===== config.mk =====
export PLATFORM = sky130hd
export DESIGN_NAME = stable_priority_queue_top
export DESIGN_NICKNAME = d
export VERILOG_FILES = /design/src/design/spq_pkg.sv /design/src/design/spq_cell.sv /design/src/design/stable_priority_queue_top.sv
export SDC_FILE = /design/constraint.sdc
export NUM_CORES = 2
export LEC_CHECK = 0
export ABC_AREA = 1
export BUFFER_PORTS_ARGS = -buffer_cell sky130_fd_sc_hd__buf_2
export CELL_PAD_IN_SITES_DETAIL_PLACEMENT = 0
export CELL_PAD_IN_SITES_GLOBAL_PLACEMENT = 2
export CORE_UTILIZATION = 41
export CTS_CLUSTER_DIAMETER = 50
export CTS_CLUSTER_SIZE = 30
export DETAILED_ROUTE_END_ITERATION = 8
export PLACE_DENSITY_LB_ADDON = 0.1
export RECOVER_POWER = 50
export SETUP_SLACK_MARGIN = 0.3
export SLEW_MARGIN = 20
export SYNTH_ARGS = -nofsm -noshare
export SYNTH_HDL_FRONTEND = slang
export SYNTH_HIERARCHICAL = 1
export SYNTH_SLANG_ARGS = --single-unit

===== constraint.sdc =====
create_clock -name aclk -period 6.02 [get_ports aclk]
set_clock_uncertainty 0.15 [all_clocks]
set_input_delay 0.602 -clock aclk [delete_from_list [all_inputs] [get_ports aclk]]
set_output_delay 0.602 -clock aclk [all_outputs]
set_load 0.03 [all_outputs]

===== src/design/spq_pkg.sv =====
package spq_pkg;

    localparam logic [1:0] FUNC_INSERT = 2'd0;
    localparam logic [1:0] FUNC_REMOVE = 2'd1;
    localparam logic [1:0] FUNC_PEEK   = 2'd2;

    localparam logic [1:0] ST_OK    = 2'd0;
    localparam logic [1:0] ST_EMPTY = 2'd1;
    localparam logic [1:0] ST_FULL  = 2'd2;

    typedef struct packed {
        logic        [1:0]  func;
        logic signed [31:0] item_value;
        logic signed [15:0] item_priority;
    } in_word_t;

    typedef struct packed {
        logic signed [31:0] head_value;
        logic        [1:0]  status;
        logic        [4:0]  occupancy;
    } out_word_t;

    typedef struct packed {
        logic signed [31:0] value;
        logic signed [15:0] prio;
    } entry_t;

    typedef struct packed {
        logic insert;
        logic remove;
    } cell_ctrl_t;

endpackage


===== src/design/spq_cell.sv =====
module spq_cell (
    input  logic              aclk,
    input  spq_pkg::cell_ctrl_t ctrl,
    input  logic              occupied,
    input  spq_pkg::entry_t   new_entry,
    input  spq_pkg::entry_t   left_entry,
    input  logic              left_keep,
    input  spq_pkg::entry_t   right_entry,
    output spq_pkg::entry_t   entry,
    output logic              keep
);

    spq_pkg::entry_t entry_reg;
    spq_pkg::entry_t entry_next;

    // entry stays put when it sorts at or ahead of the new one
    assign keep  = occupied && (entry_reg.prio <= new_entry.prio);
    assign entry = entry_reg;

    always_comb begin
        entry_next = entry_reg;
        if (ctrl.insert && !keep) begin
            entry_next = left_keep ? new_entry : left_entry;
        end else if (ctrl.remove) begin
            entry_next = right_entry;
        end
    end

    always_ff @(posedge aclk) begin
        entry_reg <= entry_next;
    end

endmodule


===== src/design/stable_priority_queue_top.sv =====
// Sorted priority queue of QUEUE_DEPTH entries held in a row of cells, head in
// cell 0; lower priority numbers leave first and equal priorities leave in
// arrival order. Each word is an insert, remove, peek or no-op and yields exactly
// one result word in the cycle after it is accepted; all cells compare against
// the incoming priority and shift together, so a new word can be taken every
// cycle while the result side keeps up. Remove or peek on an empty queue
// reports empty and leaves the queue as is; an insert into a full queue is
// dropped and reported full. Occupancy carries the low 5 bits of the count.
module stable_priority_queue_top #(
    parameter int QUEUE_DEPTH = 16
) (
    input  logic              aclk,
    input  logic              aresetn,
    input  logic              s_valid,
    output logic              s_ready,
    input  spq_pkg::in_word_t s_word,
    output logic              m_valid,
    input  logic              m_ready,
    output spq_pkg::out_word_t m_word
);

    localparam int CW = $clog2(QUEUE_DEPTH + 1);

    logic [CW-1:0]         count_reg;
    logic [CW-1:0]         count_next;
    logic                  m_valid_reg;
    logic                  m_valid_next;
    spq_pkg::out_word_t    m_word_reg;
    spq_pkg::out_word_t    m_word_next;

    logic                  accept;
    logic                  is_empty;
    logic                  is_full;
    spq_pkg::cell_ctrl_t   ctrl;
    spq_pkg::entry_t       new_entry;
    spq_pkg::entry_t       cell_entry [QUEUE_DEPTH];
    logic [QUEUE_DEPTH-1:0] cell_keep;
    logic [QUEUE_DEPTH-1:0] occupied;
    logic [CW+4:0]         occ_ext;
    logic signed [31:0]    head_value;
    logic [1:0]            status;

    assign s_ready  = !m_valid_reg || m_ready;
    assign accept   = s_valid && s_ready;
    assign is_empty = (count_reg == '0);
    assign is_full  = (count_reg >= CW'(QUEUE_DEPTH));

    assign new_entry.value = s_word.item_value;
    assign new_entry.prio  = s_word.item_priority;

    always_comb begin
        ctrl       = '0;
        count_next = count_reg;
        head_value = '0;
        status     = spq_pkg::ST_OK;
        unique case (s_word.func)
            spq_pkg::FUNC_INSERT: begin
                if (is_full) begin
                    status = spq_pkg::ST_FULL;
                end else begin
                    ctrl.insert = accept;
                    count_next  = count_reg + CW'(1);
                end
            end
            spq_pkg::FUNC_REMOVE: begin
                if (is_empty) begin
                    status = spq_pkg::ST_EMPTY;
                end else begin
                    ctrl.remove = accept;
                    head_value  = cell_entry[0].value;
                    count_next  = count_reg - CW'(1);
                end
            end
            spq_pkg::FUNC_PEEK: begin
                if (is_empty) begin
                    status = spq_pkg::ST_EMPTY;
                end else begin
                    head_value = cell_entry[0].value;
                end
            end
            default: begin
            end
        endcase
    end

    genvar i;
    generate
        for (i = 0; i < QUEUE_DEPTH; i++) begin : g_cell
            spq_pkg::entry_t left_entry;
            spq_pkg::entry_t right_entry;
            logic            left_keep;

            assign occupied[i] = (CW'(i) < count_reg);

            if (i == 0) begin : g_head
                assign left_entry = new_entry;
                assign left_keep  = 1'b1;
            end else begin : g_body
                assign left_entry = cell_entry[i-1];
                assign left_keep  = cell_keep[i-1];
            end

            if (i == QUEUE_DEPTH - 1) begin : g_tail
                assign right_entry = new_entry;
            end else begin : g_inner
                assign right_entry = cell_entry[i+1];
            end

            spq_cell u_cell (
                .aclk        (aclk),
                .ctrl        (ctrl),
                .occupied    (occupied[i]),
                .new_entry   (new_entry),
                .left_entry  (left_entry),
                .left_keep   (left_keep),
                .right_entry (right_entry),
                .entry       (cell_entry[i]),
                .keep        (cell_keep[i])
            );
        end
    endgenerate

    assign occ_ext = {5'b0, count_next};

    always_comb begin
        m_valid_next = m_valid_reg;
        m_word_next  = m_word_reg;
        if (m_ready) begin
            m_valid_next = 1'b0;
        end
        if (accept) begin
            m_valid_next           = 1'b1;
            m_word_next.head_value = head_value;
            m_word_next.status     = status;
            m_word_next.occupancy  = occ_ext[4:0];
        end
    end

    always_ff @(posedge aclk) begin
        if (!aresetn) begin
            count_reg   <= '0;
            m_valid_reg <= 1'b0;
        end else begin
            if (accept) begin
                count_reg <= count_next;
            end
            m_valid_reg <= m_valid_next;
        end
        m_word_reg <= m_word_next;
    end

    assign m_valid = m_valid_reg;
    assign m_word  = m_word_reg;

endmodule


==> qor.tcl <==
set qor(run_status) {finished with violations}
set qor(violations_in_the_final_reports) {max-capacitance violations, max-slew violations}
set qor(rsz_0062_raised_after_global_routing) {false}
set qor(end_kind) {flop}
set qor(proportion_of_power_drawn_by_flip_flops_and_latches) 0.394
set qor(grt_use_met3) 0.03122
set qor(synth.yosys.warnings) 6
set qor(placed_wire_length_estimate_after_detailed_placement_um) 105400
set qor(start_util) 0.4151
set qor(synth_fp_nets) 6301
set qor(finalCritPeriodShare) 0.8151
set qor(drt_drc_violations_left) 0
set qor(p_sw_frac) 0.2924
set qor(routed_wl_um) 157900
set qor(r2r_slack_ns) 1.50
set qor(die_area_um2) 129200
set qor(global_route.overflow_total) 0
set qor(worst_setup_hold_path_clk_slew_ns) 0.05
set qor(max_cap_violations) 5
set qor(worstHoldStart) {s_word[49]}
set qor(clock_latency_ns) 0.75
set qor(row_count) 130
set qor(grt_antenna_before_repair) 3
set qor(number_of_global_route_vias_before_repair) 40087
set qor(cts_root_buf) {sky130_fd_sc_hd__clkbuf_16}
set qor(p_per_area_nw_per_um2) 305.5
set qor(global_route.usage.total) 0.2416
set qor(antenna_left) 0
set qor(crit_start) {s_word[15]}
set qor(hold_class) {input pin to flop}
set qor(chipHeight_um) 359.5
set qor(r2r-start) {count_reg[1]}
set qor(multiInputGateArea_um2) 24250
set qor(setup_viol) 0
set qor(drt_first_iter_violations) 3626
set qor(cts.repair_timing.setup_buffer_count) 0
set qor(port_buffers) 94
set qor(place.gp.congestion) 0.8003
set qor(groute.layer.met1.usage) 0.3724
set qor(pin_count_of_the_biggest_net_entering_global_routing) 185
set qor(largest_register_ffs) 768
set qor(setup_slack_ns) 1.113
set qor(synth.cell_area_um2) 52390
set qor(io_pins) 95
set qor(leakagePower_uw) 0.02583
set qor(clock_sinks) 813
set qor(tritoncts.num_buffers) 135
set qor(syn_area_per_cell_um2) 8.755
set qor(tritoncts) {built}
set qor(cts_buffer_depth) 3
set qor(worst_ir_drop_vdd_v) 0.0002910
set qor(grt_first_pass_wirelength_um) 246000
set qor(drt-wirelength-per-cell_um) 20.50
set qor(filler_cell_count) 12515
set qor(gr-max-usage-layer) {met1}
set qor(globalRouteMet2Util) 0.3528
set qor(flow.area_growth_from_synthesis_pct) 10.83
set qor(path_max_fanout) 48
set qor(post_synth_inst_count) 5984
set qor(num_vias) 40764
set qor(final_number_of_hold_violating_endpoints) 0
set qor(worst_slew_pin_slew_ns) 2.202
set qor(max_freq_mhz) 203.8
set qor(fp.dieW_um) 359.5
set qor(worstPathArrival_ns) 5.37
set qor(power.share.clock) 0.431
set qor(timing.slew.headroom) -0.4680
set qor(nets) 6262
set qor(p_int_uw) 12550
set qor(vias_per_cell) 5.293
set qor(final.min_clock_period_ns) 4.907
set qor(setup-tns-final_ns) 0
set qor(cp_data_required_time_ns) 6.48
set qor(area.sequential_um2) 24350
set qor(criticalPathCategory) {input pin to flop}
set qor(coreArea_um2) 126200
set qor(fraction_of_power_consumed_by_combinational_cells) 0.175
set qor(switchingPower_uw) 5187
set qor(startpoint_type) {input pin}
set qor(final_max_slew_viol_count) 160
set qor(place_ws_ns) 1.141
set qor(firstDrtPassIters) 6
set qor(cts-htree-levels) 4
set qor(post_route_cells_drive_above_1_share) 0.1489
power groups by stage:
stage,sequential (uW),clock [uW],combinational [uW]
after global routing,7030,8040,3460
after global placement,7090,0,3110
after floorplan,7040,0,2250
after CTS,6980,7830,3140
after detailed placement,7090,0,3110
final,6990,7640,3110
cell usage in the layout, fill, tap and decap left out, drive strengths merged, types with 35 or more instances in the layout:
| master | n |
|---|---|
| a21oi | 333 |
| buf | 127 |
| clkbuf | 211 |
| clkinv | 45 |
| edfxtp | 807 |
| ha | 263 |
| inv | 502 |
| mux2 | 528 |
| nand2 | 1912 |
| nand3 | 856 |
| nor2 | 352 |
| o21ai | 35 |
through the flow:
step,area (um^2),cells,power (uW),util,hold WS (ns)
after floorplan,52390,5984,9290,-,0.3374
after global placement,53810,7456,10200,0.4263,0.3398
after detailed placement,53820,7456,10210,0.4264,0.3433
after CTS,58240,7700,17950,0.4614,0.09341
after global routing,58060,7701,18520,0.4600,0.1365
final,58070,7702,17740,0.4600,0.1581
worst max-delay path, stage by stage:
cell and delay, ns:
sky130_fd_sc_hd__clkbuf_1 1.09, sky130_fd_sc_hd__inv_1 0.18, sky130_fd_sc_hd__ha_1 0.46, sky130_fd_sc_hd__nand4_1 0.20
sky130_fd_sc_hd__nor2_1 0.29, sky130_fd_sc_hd__nand4_1 0.24, sky130_fd_sc_hd__nand3_1 0.37, sky130_fd_sc_hd__nand2_1 0.36
sky130_fd_sc_hd__nand2_2 0.15, sky130_fd_sc_hd__clkbuf_2 1.03, sky130_fd_sc_hd__nand2_1 0.24, sky130_fd_sc_hd__nand2_1 0.14
final cells by class:
type	count	area share
inverters	485	0.03139
well taps	1650	0.03555
clock inverters	83	0.01351
flip-flops and latches	813	0.4194
diodes	2	0.00008619
multi-input cells	4329	0.4176
clock buffers	159	0.06227
repair buffers	181	0.02019
worst paths after layout:
| check | endpoint | cells past startpoint |
|---|---|---|
| worst max register to register | g_cell[11].u_cell/entry[13] | 9 |
| worst min register to register | g_cell[14].u_cell/entry[31] | 2 |
| worst max-delay path | g_cell[13].u_cell/entry[15] | 12 |
| worst min-delay path | m_word[5] | 3 |
metal layers:
layer	share of wire	vias up
li1	-	20185
met1	0.51	19243
met2	0.41	1147
met3	0.056	187
met4	0.019	2
met5	0.000082	-
what timing repair did:
action                                  4_1_cts  5_1_grt
resized for setup                             0        0
endpoints found under the setup margin        0        0
hold buffers                                  2        0
hold endpoints to repair                      2        0
Note: power is estimated with default switching activity, not from simulation.
